`config.mk`:
```
export PLATFORM = sky130hd
export DESIGN_NAME = stack_arithmetic_unit_top
export DESIGN_NICKNAME = d
export VERILOG_FILES = /design/src/rtl/sau_pkg.sv /design/src/rtl/sau_div.sv /design/src/rtl/stack_arithmetic_unit_top.sv
export SDC_FILE = /design/constraint.sdc
export NUM_CORES = 2
export LEC_CHECK = 0
export BUFFER_PORTS_ARGS = -buffer_cell sky130_fd_sc_hd__buf_2
export CAP_MARGIN = 30
export CORE_MARGIN = 4
export CORE_UTILIZATION = 60
export CTS_CLUSTER_SIZE = 14
export DETAILED_ROUTE_END_ITERATION = 10
export GPL_ROUTABILITY_DRIVEN = 0
export GPL_TIMING_DRIVEN = 0
export MAX_ROUTING_LAYER = met4
export PLACE_DENSITY = 0.77
export SETUP_SLACK_MARGIN = 0.1
export SYNTH_ARGS = -nofsm -noshare
export SYNTH_HDL_FRONTEND = slang
export SYNTH_SLANG_ARGS = --single-unit
```
`constraint.sdc`:
```
create_clock -name clk -period 15.48 [get_ports clk]
set_input_delay 1.548 -clock clk [delete_from_list [all_inputs] [get_ports clk]]
set_output_delay 1.548 -clock clk [all_outputs]
set_load 0.03 [all_outputs]
```
`src/rtl/sau_pkg.sv`:
```
// ----------------------------------------------------------------------------
// sau_pkg
// shared sizes, operation codes and status codes of the stack arithmetic unit
// ----------------------------------------------------------------------------
package sau_pkg;

  localparam int STACK_DEPTH = 64;
  localparam int WORD_WIDTH  = 32;

  localparam int ADDR_W = $clog2(STACK_DEPTH);
  localparam int CNT_W  = $clog2(STACK_DEPTH + 1);
  localparam int ITER_W = $clog2(WORD_WIDTH + 1);

  typedef logic [WORD_WIDTH-1:0] word_t;
  typedef logic [CNT_W-1:0]      cnt_t;
  typedef logic [ADDR_W-1:0]     addr_t;

  localparam logic [2:0] OP_PUSH = 3'd0;
  localparam logic [2:0] OP_ADD  = 3'd1;
  localparam logic [2:0] OP_SUB  = 3'd2;
  localparam logic [2:0] OP_MUL  = 3'd3;
  localparam logic [2:0] OP_DIV  = 3'd4;
  localparam logic [2:0] OP_MOD  = 3'd5;

  localparam logic [1:0] ST_OK      = 2'd0;
  localparam logic [1:0] ST_FULL    = 2'd1;
  localparam logic [1:0] ST_TOO_FEW = 2'd2;
  localparam logic [1:0] ST_DIV0    = 2'd3;

  typedef struct packed {
    word_t quotient;
    word_t remainder;
    logic  done;
  } div_result_t;

endpackage

```
`src/rtl/sau_div.sv`:
```
// ----------------------------------------------------------------------------
// sau_div
// unsigned restoring divider, one quotient bit per cycle
// ----------------------------------------------------------------------------
module sau_div (
  input  logic                 clk,
  input  logic                 rst,
  input  logic                 start,
  input  sau_pkg::word_t       dividend,
  input  sau_pkg::word_t       divisor,
  output sau_pkg::div_result_t result
);

  logic                               busy;
  logic                               done;
  logic [sau_pkg::ITER_W-1:0]         iter;
  sau_pkg::word_t                     rem;
  sau_pkg::word_t                     quo;
  sau_pkg::word_t                     den;
  logic [sau_pkg::WORD_WIDTH:0]       rem_shift;
  logic [sau_pkg::WORD_WIDTH:0]       rem_diff;
  logic                               take;

  always_comb begin
    rem_shift = {rem, quo[sau_pkg::WORD_WIDTH-1]};
    rem_diff  = rem_shift - {1'b0, den};
    take      = (rem_shift >= {1'b0, den});
  end

  always_ff @(posedge clk) begin
    if (rst) begin
      busy <= 1'b0;
      done <= 1'b0;
      iter <= '0;
    end else begin
      done <= 1'b0;
      if (start) begin
        busy <= 1'b1;
        iter <= sau_pkg::ITER_W'(sau_pkg::WORD_WIDTH);
      end else if (busy) begin
        iter <= iter - sau_pkg::ITER_W'(1);
        if (iter == sau_pkg::ITER_W'(1)) begin
          busy <= 1'b0;
          done <= 1'b1;
        end
      end
    end
  end

  always_ff @(posedge clk) begin
    if (start) begin
      rem <= '0;
      quo <= dividend;
      den <= divisor;
    end else if (busy) begin
      rem <= take ? rem_diff[sau_pkg::WORD_WIDTH-1:0] : rem_shift[sau_pkg::WORD_WIDTH-1:0];
      quo <= {quo[sau_pkg::WORD_WIDTH-2:0], take};
    end
  end

  assign result.quotient  = quo;
  assign result.remainder = rem;
  assign result.done      = done;

endmodule

```
`src/rtl/stack_arithmetic_unit_top.sv`:
```
// ----------------------------------------------------------------------------
// stack_arithmetic_unit_top
// operand stack in a synchronous memory with an attached arithmetic unit
// ----------------------------------------------------------------------------
// One item at a time. Push, the unused op codes and a refused op go straight
// to the response state. Add, subtract and multiply pass through the execute
// state (one memory read of the second operand, the top operand is held in a
// register), a zero divisor adds a reload state (an extra read to refill the
// top register), and divide and modulo then wait in the divide state for the
// bit-serial divider. The finished result sits in an output register, so a
// stalled result holds the unit only when the next result is ready to leave.
module stack_arithmetic_unit_top (
  input  logic               clk,
  input  logic               rst,
  input  logic               in_valid,
  output logic               in_stall,
  input  logic [2:0]         op,
  input  logic signed [31:0] push_value,
  output logic               out_valid,
  input  logic               out_stall,
  output logic [1:0]         status,
  output logic signed [31:0] top_value,
  output logic [6:0]         entry_count
);

  localparam logic [2:0] S_IDLE   = 3'd0;
  localparam logic [2:0] S_EXEC   = 3'd1;
  localparam logic [2:0] S_DIV    = 3'd2;
  localparam logic [2:0] S_RELOAD = 3'd3;
  localparam logic [2:0] S_RESP   = 3'd4;

  logic [2:0]           state;
  logic [2:0]           op_q;
  logic [1:0]           status_q;
  sau_pkg::cnt_t        count;
  sau_pkg::word_t       top;
  logic                 q_neg;
  logic                 r_neg;

  sau_pkg::word_t       mem [sau_pkg::STACK_DEPTH];
  sau_pkg::word_t       rdata;
  sau_pkg::addr_t       ra;
  sau_pkg::addr_t       wa;
  sau_pkg::word_t       wd;
  logic                 we;

  sau_pkg::cnt_t        cnt_m1;
  sau_pkg::cnt_t        cnt_m2;
  sau_pkg::cnt_t        cnt_m3;
  logic                 accept;
  logic                 full;
  logic                 out_free;
  sau_pkg::word_t       push_word;
  sau_pkg::word_t       opa;
  sau_pkg::word_t       opb;
  sau_pkg::word_t       mag_a;
  sau_pkg::word_t       mag_b;
  sau_pkg::word_t       alu_res;
  sau_pkg::word_t       div_res;
  logic                 div_start;
  sau_pkg::div_result_t div_out;

  assign in_stall  = (state != S_IDLE);
  assign accept    = in_valid && !in_stall;
  assign full      = (count >= sau_pkg::CNT_W'(sau_pkg::STACK_DEPTH));
  assign out_free  = !out_valid || !out_stall;
  assign cnt_m1    = count - sau_pkg::CNT_W'(1);
  assign cnt_m2    = count - sau_pkg::CNT_W'(2);
  assign cnt_m3    = count - sau_pkg::CNT_W'(3);
  assign push_word = sau_pkg::WORD_WIDTH'(push_value);

  assign opa   = rdata;
  assign opb   = top;
  assign mag_a = opa[sau_pkg::WORD_WIDTH-1] ? (sau_pkg::word_t'(0) - opa) : opa;
  assign mag_b = opb[sau_pkg::WORD_WIDTH-1] ? (sau_pkg::word_t'(0) - opb) : opb;

  always_comb begin
    case (op_q)
      sau_pkg::OP_ADD: alu_res = opa + opb;
      sau_pkg::OP_SUB: alu_res = opa - opb;
      default:         alu_res = sau_pkg::WORD_WIDTH'(opa * opb);
    endcase
  end

  always_comb begin
    if (op_q == sau_pkg::OP_DIV) begin
      div_res = q_neg ? (sau_pkg::word_t'(0) - div_out.quotient) : div_out.quotient;
    end else begin
      div_res = r_neg ? (sau_pkg::word_t'(0) - div_out.remainder) : div_out.remainder;
    end
  end

  assign div_start = (state == S_EXEC) && (op_q inside {sau_pkg::OP_DIV, sau_pkg::OP_MOD})
                     && (opb != '0);

  sau_div u_div (
    .clk      (clk),
    .rst      (rst),
    .start    (div_start),
    .dividend (mag_a),
    .divisor  (mag_b),
    .result   (div_out)
  );

  // memory port selection
  always_comb begin
    we = 1'b0;
    wa = count[sau_pkg::ADDR_W-1:0];
    wd = push_word;
    ra = cnt_m2[sau_pkg::ADDR_W-1:0];
    case (state)
      S_IDLE: begin
        we = accept && (op == sau_pkg::OP_PUSH) && !full;
      end
      S_EXEC: begin
        ra = cnt_m3[sau_pkg::ADDR_W-1:0];
        wa = cnt_m2[sau_pkg::ADDR_W-1:0];
        wd = alu_res;
        we = (op_q inside {sau_pkg::OP_ADD, sau_pkg::OP_SUB, sau_pkg::OP_MUL});
      end
      S_DIV: begin
        wa = cnt_m2[sau_pkg::ADDR_W-1:0];
        wd = div_res;
        we = div_out.done;
      end
      default: begin
        we = 1'b0;
      end
    endcase
  end

  always_ff @(posedge clk) begin
    if (we) begin
      mem[wa] <= wd;
    end
    rdata <= mem[ra];
  end

  always_ff @(posedge clk) begin
    if (rst) begin
      state     <= S_IDLE;
      count     <= '0;
      out_valid <= 1'b0;
    end else begin
      if (out_valid && !out_stall && state != S_RESP) begin
        out_valid <= 1'b0;
      end
      case (state)
        S_IDLE: begin
          if (accept) begin
            case (op)
              sau_pkg::OP_PUSH: begin
                state <= S_RESP;
                if (!full) begin
                  count <= count + sau_pkg::CNT_W'(1);
                end
              end
              sau_pkg::OP_ADD, sau_pkg::OP_SUB, sau_pkg::OP_MUL,
              sau_pkg::OP_DIV, sau_pkg::OP_MOD: begin
                if (!full && count >= sau_pkg::CNT_W'(2)) begin
                  state <= S_EXEC;
                end else begin
                  state <= S_RESP;
                end
              end
              default: begin
                state <= S_RESP;
              end
            endcase
          end
        end
        S_EXEC: begin
          if (op_q inside {sau_pkg::OP_ADD, sau_pkg::OP_SUB, sau_pkg::OP_MUL}) begin
            count <= cnt_m1;
            state <= S_RESP;
          end else if (opb == '0) begin
            count <= cnt_m2;
            state <= S_RELOAD;
          end else begin
            state <= S_DIV;
          end
        end
        S_DIV: begin
          if (div_out.done) begin
            count <= cnt_m1;
            state <= S_RESP;
          end
        end
        S_RELOAD: begin
          state <= S_RESP;
        end
        S_RESP: begin
          if (out_free) begin
            out_valid <= 1'b1;
            state     <= S_IDLE;
          end
        end
        default: begin
          state <= S_IDLE;
        end
      endcase
    end
  end

  // payload registers
  always_ff @(posedge clk) begin
    case (state)
      S_IDLE: begin
        if (accept) begin
          op_q <= op;
          case (op)
            sau_pkg::OP_PUSH: begin
              if (full) begin
                status_q <= sau_pkg::ST_FULL;
              end else begin
                status_q <= sau_pkg::ST_OK;
                top      <= push_word;
              end
            end
            sau_pkg::OP_ADD, sau_pkg::OP_SUB, sau_pkg::OP_MUL,
            sau_pkg::OP_DIV, sau_pkg::OP_MOD: begin
              if (full) begin
                status_q <= sau_pkg::ST_FULL;
              end else if (count < sau_pkg::CNT_W'(2)) begin
                status_q <= sau_pkg::ST_TOO_FEW;
              end else begin
                status_q <= sau_pkg::ST_OK;
              end
            end
            default: begin
              status_q <= sau_pkg::ST_OK;
            end
          endcase
        end
      end
      S_EXEC: begin
        q_neg <= opa[sau_pkg::WORD_WIDTH-1] ^ opb[sau_pkg::WORD_WIDTH-1];
        r_neg <= opa[sau_pkg::WORD_WIDTH-1];
        if (op_q inside {sau_pkg::OP_ADD, sau_pkg::OP_SUB, sau_pkg::OP_MUL}) begin
          top <= alu_res;
        end else if (opb == '0) begin
          status_q <= sau_pkg::ST_DIV0;
        end
      end
      S_DIV: begin
        if (div_out.done) begin
          top <= div_res;
        end
      end
      S_RELOAD: begin
        top <= rdata;
      end
      S_RESP: begin
        if (out_free) begin
          status      <= status_q;
          top_value   <= (count == '0) ? 32'sd0 : 32'(signed'(top));
          entry_count <= 7'(count);
        end
      end
      default: begin
        top <= top;
      end
    endcase
  end

  // checks
  a_count_bound: assert property (@(posedge clk) disable iff (rst)
    count <= sau_pkg::CNT_W'(sau_pkg::STACK_DEPTH))
    else $error("stack count beyond depth");

  a_accept_leaves_idle: assert property (@(posedge clk) disable iff (rst)
    accept |=> (state != S_IDLE))
    else $error("item accepted without leaving idle");

  a_div_done_in_div: assert property (@(posedge clk) disable iff (rst)
    div_out.done |-> (state == S_DIV))
    else $error("divider finished outside divide state");

  a_write_below_top: assert property (@(posedge clk) disable iff (rst)
    we |-> (sau_pkg::CNT_W'(wa) <= count))
    else $error("memory write above stack top");

  a_resp_holds: assert property (@(posedge clk) disable iff (rst)
    (state == S_RESP && out_valid && out_stall) |=> (state == S_RESP))
    else $error("result overwritten while output stalled");

endmodule
```
Word level (Yosys, flattened, before mapping). Memory sizes are Yosys's and may differ from the RTL's. A register that Yosys moved wholly into a read port is not among the register bits. Index checks and enable logic that the tools add are counted.

Register bits after elaboration: 195. Memory bits (writable): 2048. Input port bits: 39. Memories kept: 1.

$add $sub $neg: 12. $mul: 1. Magnitude comparators: 4. Equal/unequal tests: 25. Multiplexer cells: 53. Bitwise operators: 2. Reduce and logical (&&, ||, !) cells: 35.

Memories: mem (words 64, width 32, read ports 1, clocked after memory_dff 1, write ports 1, RTL line stack_arithmetic_unit_top.sv:40) `sau_pkg::word_t mem [sau_pkg::STACK_DEPTH];`.

Operators by type and width (count): 32-bit two-way mux (12); 32-bit one-hot mux with 2 select lines (2); 32-bit one-hot mux with 4 select lines (1); 1-bit by 32-bit subtractor with 32-bit output (first input constant) (4); 32-bit subtractor (2); 7-bit two-way mux (6); 33-bit by 32-bit greater-or-equal comparator with 1-bit output (1); 32-bit adder (1); 32-bit logical NOT (1); 32-bit by 32-bit multiplier with 32-bit output (1); 32-bit nonzero test (1); 31-bit two-way mux (1); 6-bit two-way mux (4); 7-bit one-hot mux with 3 select lines (1); 3-bit by 2-bit == test with 1-bit output (second input constant) (6); 3-bit two-way mux (6); 3-bit == test (second input constant) (5); 3-bit one-hot mux with 5 select lines (1); 6-bit AND reduction (2); 1-bit two-way mux (11); 2-bit two-way mux (5); 2-bit inequality test (second input constant) (5); 3-bit by 1-bit == test with 1-bit output (second input constant) (3); 3-bit nonzero test (3); 29 further kinds (47).

Logic depth before layout (Yosys ltp).
Word-level depth: 8. Mapped depth: 27.

By module. A second synthesis with hierarchy kept.

Cells, all modules: 7002. Area, all modules: 110748.7 µm².

By module, submodules not included: stack_arithmetic_unit_top (instances 1, cells an instance 6429, area an instance 104926.9 µm², seq. area each 64762.1 µm²); sau_div (instances 1, cells an instance 573, area an instance 5821.8 µm², seq. area each 2722.6 µm²).

Least setup slack after synthesis. Ideal clock, no wire load.

Path type: flip-flop to flip-flop. Start point: register top[5], in the netlist opb[5]. End point: memory mem[0][29] in the netlist's numbering (data pin). Arrival: 8.552 ns. Setup slack: 6.379 ns. Stages on the path, launching flop included: 25. Buffers on the path: 2. Period minus slack after synthesis: 9.101 ns. Path through: edfxtp_1 -> clkbuf_1 -> clkbuf_1 -> and2_1 -> fa_1 -> fa_1 -> fa_1 -> inv_1 -> fa_1 -> inv_1 -> fa_1 -> inv_1 -> fa_1 -> inv_1 -> fa_1 -> fa_1 -> ha_1 -> a21oi_1 -> o21ai_0 -> a2111oi_2 -> o31ai_1 -> a311oi_1 -> xnor2_1 -> a221oi_1 -> a21oi_1.

Cells in the longest elaborated chain, start to end: 3.

Ends and longest elaborated chain: start: declaration (RTL line stack_arithmetic_unit_top.sv:36) `sau_pkg::word_t top;`; start signal: assignment (RTL line stack_arithmetic_unit_top.sv:217) `top <= push_word;`; start signal: assignment (RTL line stack_arithmetic_unit_top.sv:240) `top <= alu_res;`; start signal: assignment (RTL line stack_arithmetic_unit_top.sv:247) `top <= div_res;`; 32-bit by 32-bit multiplier with 32-bit output, or another cell as far along (RTL line stack_arithmetic_unit_top.sv:81) `default: alu_res = sau_pkg::WORD_WIDTH'(opa * opb);`; 32-bit one-hot mux with 2 select lines * (RTL line stack_arithmetic_unit_top.sv:78) `case (op_q)`; 32-bit one-hot mux with 2 select lines * (RTL line stack_arithmetic_unit_top.sv:111) `case (state)`; via wd[29] (RTL line stack_arithmetic_unit_top.sv:44) `sau_pkg::word_t wd;`; end: declaration (RTL line stack_arithmetic_unit_top.sv:40).

The timed path passes the listed nets; every way through them passes the cells marked *.

Final worst setup path.
Start point: register rdata[6], in the netlist opa[6], read port of mem. End point: memory mem[4][21] in the netlist's numbering (data pin).

Cells in the longest elaborated chain, start to end: 3.

Ends and longest elaborated chain: start: declaration (RTL line stack_arithmetic_unit_top.sv:41) `sau_pkg::word_t rdata;`; 32-bit by 32-bit multiplier with 32-bit output, or another cell as far along (RTL line stack_arithmetic_unit_top.sv:81); 32-bit one-hot mux with 2 select lines * (RTL line stack_arithmetic_unit_top.sv:78); 32-bit one-hot mux with 2 select lines * (RTL line stack_arithmetic_unit_top.sv:111); via wd[21] (RTL line stack_arithmetic_unit_top.sv:44).

Marked as above.

==> out/summary.md <==
In this run the horizontal extent of the chip is 439 µm. By count the netlist is led by edfxtp_1, mux4_2, nand2_1. The post-cts repair resize count is 0, and the standard-cell row count is 157. The dominant cell by count in the synthesized netlist was edfxtp_1.

Adding up every negative setup slack in the final design gives 0 ns. By area the synthesized netlist is led by edfxtp_1, mux4_2, fa_1. In this run the remaining antenna-violating nets after routing total 0.

TritonCTS built the clock tree. Transition time of the tightest slew-check pin: 1.23 ns. Clock latency on the worst-skew pair, taken at its later pin, is 0.89 ns. Detailed routing inserted a total of 70400 vias. The design draws 28.0 mW. The number of nets in the final layout was 8262. Counting every sink on the clock net gives 2275. The share of Yosys cell area claimed by the top area cell type is 59.2%. The met1 track utilization from global routing was 44.5%. For this run, the leading register cell type out of synthesis is edfxtp_1. Summed over all cells, the static leakage comes to 44.8 nW. During synthesis, Yosys emitted a total of 0 warnings. The violation count after the first detailed-route iteration is 11600, and the clock period minus final worst setup slack is 10.18 ns. Hold repair after CTS inserted 0 buffers. The tools report the arrival time reported for the critical path endpoint as 10.75 ns. The floorplan die area was 0.192 mm²; the total of flip-flops plus latches after synthesis was 2275. The clock tree synthesis step divided the H-tree into 4 levels.

The tools report the kind of end point of the critical path as a flip-flop. The routing layer with the top usage in global route was met2. Biggest area consumer among synthesized cells: edfxtp_1.

Cells with a size suffix above 1 make up 17.7% of the layout. The number of max-slew violations in the final report came out at 0. The run gives 70100 as the number of global-route vias before repair.

The setup path with the least slack is of type flip-flop to flip-flop. The power per standard cell area works out to 222 mW/mm². Summed over all nets, the half-perimeter wirelength after detailed placement is 234000 µm. Input and output buffers added on the ports amount to 81. For the final database, setup skew stands at 0.0723 ns.

The global routing met2 resource utilization came out at 53.9%. The final clock period utilization by the worst path was 65.8%. The die span in y is 439 µm, and the total nets after synthesis is 7796. The instance count of the mapped netlist came out at 7147. Of all nets on the critical path, the largest fanout is 35. The netlist area before placement was 0.111 mm². In the routed design, unresolved DRC markers number 0. The post-synthesis async set-or-reset flop share is 0%.

Setup violations remaining at the end of the flow were counted as 0. The worst hold-check path type is flip-flop to flip-flop. The routed design has 346000 µm of wire.

The highest clock rate came out at 98.2 MHz. Entering global routing, the biggest net connects 65 pins. Global routing used 37.3% of the available tracks across all layers.

During I/O placement, the number of pins put on the boundary was 82. The first detailed-routing pass ran for 10 iterations. The fraction of met3 tracks used by global routing came out at 11.4%.

The signed area change from the synthesized netlist to the final layout is 13.1%, and the number of buffers created by CTS is 217. Placeable core area: 0.184 mm². Data on the critical path is required at its endpoint by 16.06 ns. The tools report the startpoint type of the worst setup path as a flip-flop. VDD sags by at most 1.46 mV.

The logs give 20 for the number of antenna violations at the first check in global routing and 17.8% for the worst relative slew slack. The initial utilization of the core area, before any placement, comes to 60.5%. In this run, synthesis inferred 2192 flip-flops with an integrated enable. Setup repair after global routing left no endpoint under its margin.

The tool flagged a number of max-cap violations equal to 0. For this run the aggregate overflow at the end of global routing stands at 0. The clock input transition at the sequential cells of the worst setup and hold paths came out at 0.07 ns.

For the global-route wire length before repair, the log shows 497000 µm. The tree is rooted in a clkbuf_16. The run finished with clean final reports. After detailed routing, the average wire length per cell comes to 33.6 µm. For the post-synthesis cell type count, the log shows 88. The number of vias per cell came out at 6.85. Per-instance average area after synthesis: 15.6 µm².

For the final-report hold violation count, the log shows 0. The logs give 60.7% for the register area share after synthesis and 0 for the post-CTS setup buffer count. The worst-case clock buffer depth was 3.
where the power goes:
group          leakage [nW]  switching (mW)  internal, mW  total (mW)
Sequential             20.4          0.0804          6.82        6.90
Clock                  3.42            2.39          2.91        5.29
Combinational          21.0            9.58          6.22        15.8
Total                  44.8            12.0          15.9        28.0
critical path, stage by stage (launching register included):
cell,delay (ns)
dfxtp_1,0.69
clkbuf_1,0.79
clkbuf_1,0.72
nand2_1,0.15
fa_1,0.50
fa_1,0.43
inv_1,0.08
fa_1,0.16
inv_1,0.05
fa_1,0.49
inv_1,0.05
fa_1,0.49
inv_1,0.05
fa_1,0.53
inv_1,0.05
fa_1,0.54
fa_1,0.47
ha_1,0.39
a21oi_1,0.18
o21ai_0,0.15
a2111oi_2,0.59
o31ai_1,0.15
a211oi_1,0.46
nor3_1,0.14
a211oi_1,0.46
nand2_2,0.65
buf_12,0.42
routing by layer:
metal  share of wire (%)  routed length, µm
met5                   0                  0
met4                  10              35700
met3                  13              45300
met2                  45             154000
met1                  32             111000
state kept, by name, summed over array words and instances (netlist names):
signal       cells
op_q             3
u_div.done       1
q_neg            1
out_valid        1
r_neg            1
u_div.rem       32
state            3
status           2
top_value       32
u_div.busy       1
u_div.iter       6
entry_count      7
opb             32
opa             32
status_q         2
count            7
mem           2048
u_div.quo       32
u_div.den       32
layout by cell type, fill, tap and decap left out, types with 37 or more instances in the layout:
cell type  Yosys  routed
a211oi_1     252     252
nand3_1       48      45
clkinv_1       0      55
edfxtp_1    2192    2192
nor2b_1      141     141
xnor2_1      162     162
nor2_4         1      66
xor2_1       119     119
buf_12         0      57
clkbuf_16      0     220
buf_2        122     213
nor3_1        43      42
clkinv_2       0      37
inv_1        453     453
clkbuf_1     279     317
mux4_2       512     512
o21ai_0      137     137
buf_16         0      51
nor2_1       213     148
and2_1       346     346
dfxtp_1       83      83
ha_1         200     200
mux2i_1      146     146
nand2_1      476     472
o31ai_1       52      52
fa_1         410     410
a21oi_1      257     248
through the flow:
| step | hold slack [ns] | setup slack [ns] | cells | cell area, µm² | utilization (%) |
|---|---|---|---|---|---|
| after floorplan | 0.400 | 6.38 | 7147 | 111000 | - |
| after global placement | 0.464 | 1.77 | 9692 | 115000 | 62.4 |
| after detailed placement | 0.467 | 5.74 | 9835 | 118000 | 64.4 |
| after CTS | 0.508 | 5.70 | 10200 | 125000 | 68.3 |
| after global routing | 0.536 | 5.14 | 10300 | 126000 | 68.5 |
| final | 0.504 | 5.30 | 10300 | 126000 | 68.5 |
path summary, 6_finish.rpt:
check / slack, ns / startpoint / cells after the start / end
hold / removal: 0.50 / u_div.iter[0] / 2 / u_div.iter[0]
hold reg to reg: 0.50 / u_div.iter[0] / 2 / u_div.iter[0]
setup / recovery: 5.30 / opa[6] / 26 / mem[4][21]
setup reg to reg: 5.30 / opa[6] / 26 / mem[4][21]
kinds of logic (layout without fill, tap and decap cells):
family                   Yosys count  in the layout  share of synthesized area, %
AO/OA/AOI/OAI                    988            988                          5.91
XOR/XNOR                         284            284                          2.26
adder cells (fa/ha/maj)          610            610                          9.63
buffers and inverters            899           1552                          3.29
flip-flops                      2275           2275                          60.7
multiplexers                     662            662                          11.7
other                              0             20                             0
AND/OR/NAND/NOR                 1429           1429                          6.50
area by class of cell:
type / count / area (µm²)
clock buffer: 262 / 5690
fill: 11600 / 57900
buffer: 444 / 1940
multi-input combinational: 3973 / 40800
timing repair buffer: 247 / 3630
inverter: 455 / 1710
sequential: 2275 / 67500
clock inverter: 144 / 1380
antenna: 20 / 50.0
tap: 2464 / 3080
Note: power is estimated with default switching activity, not from simulation.
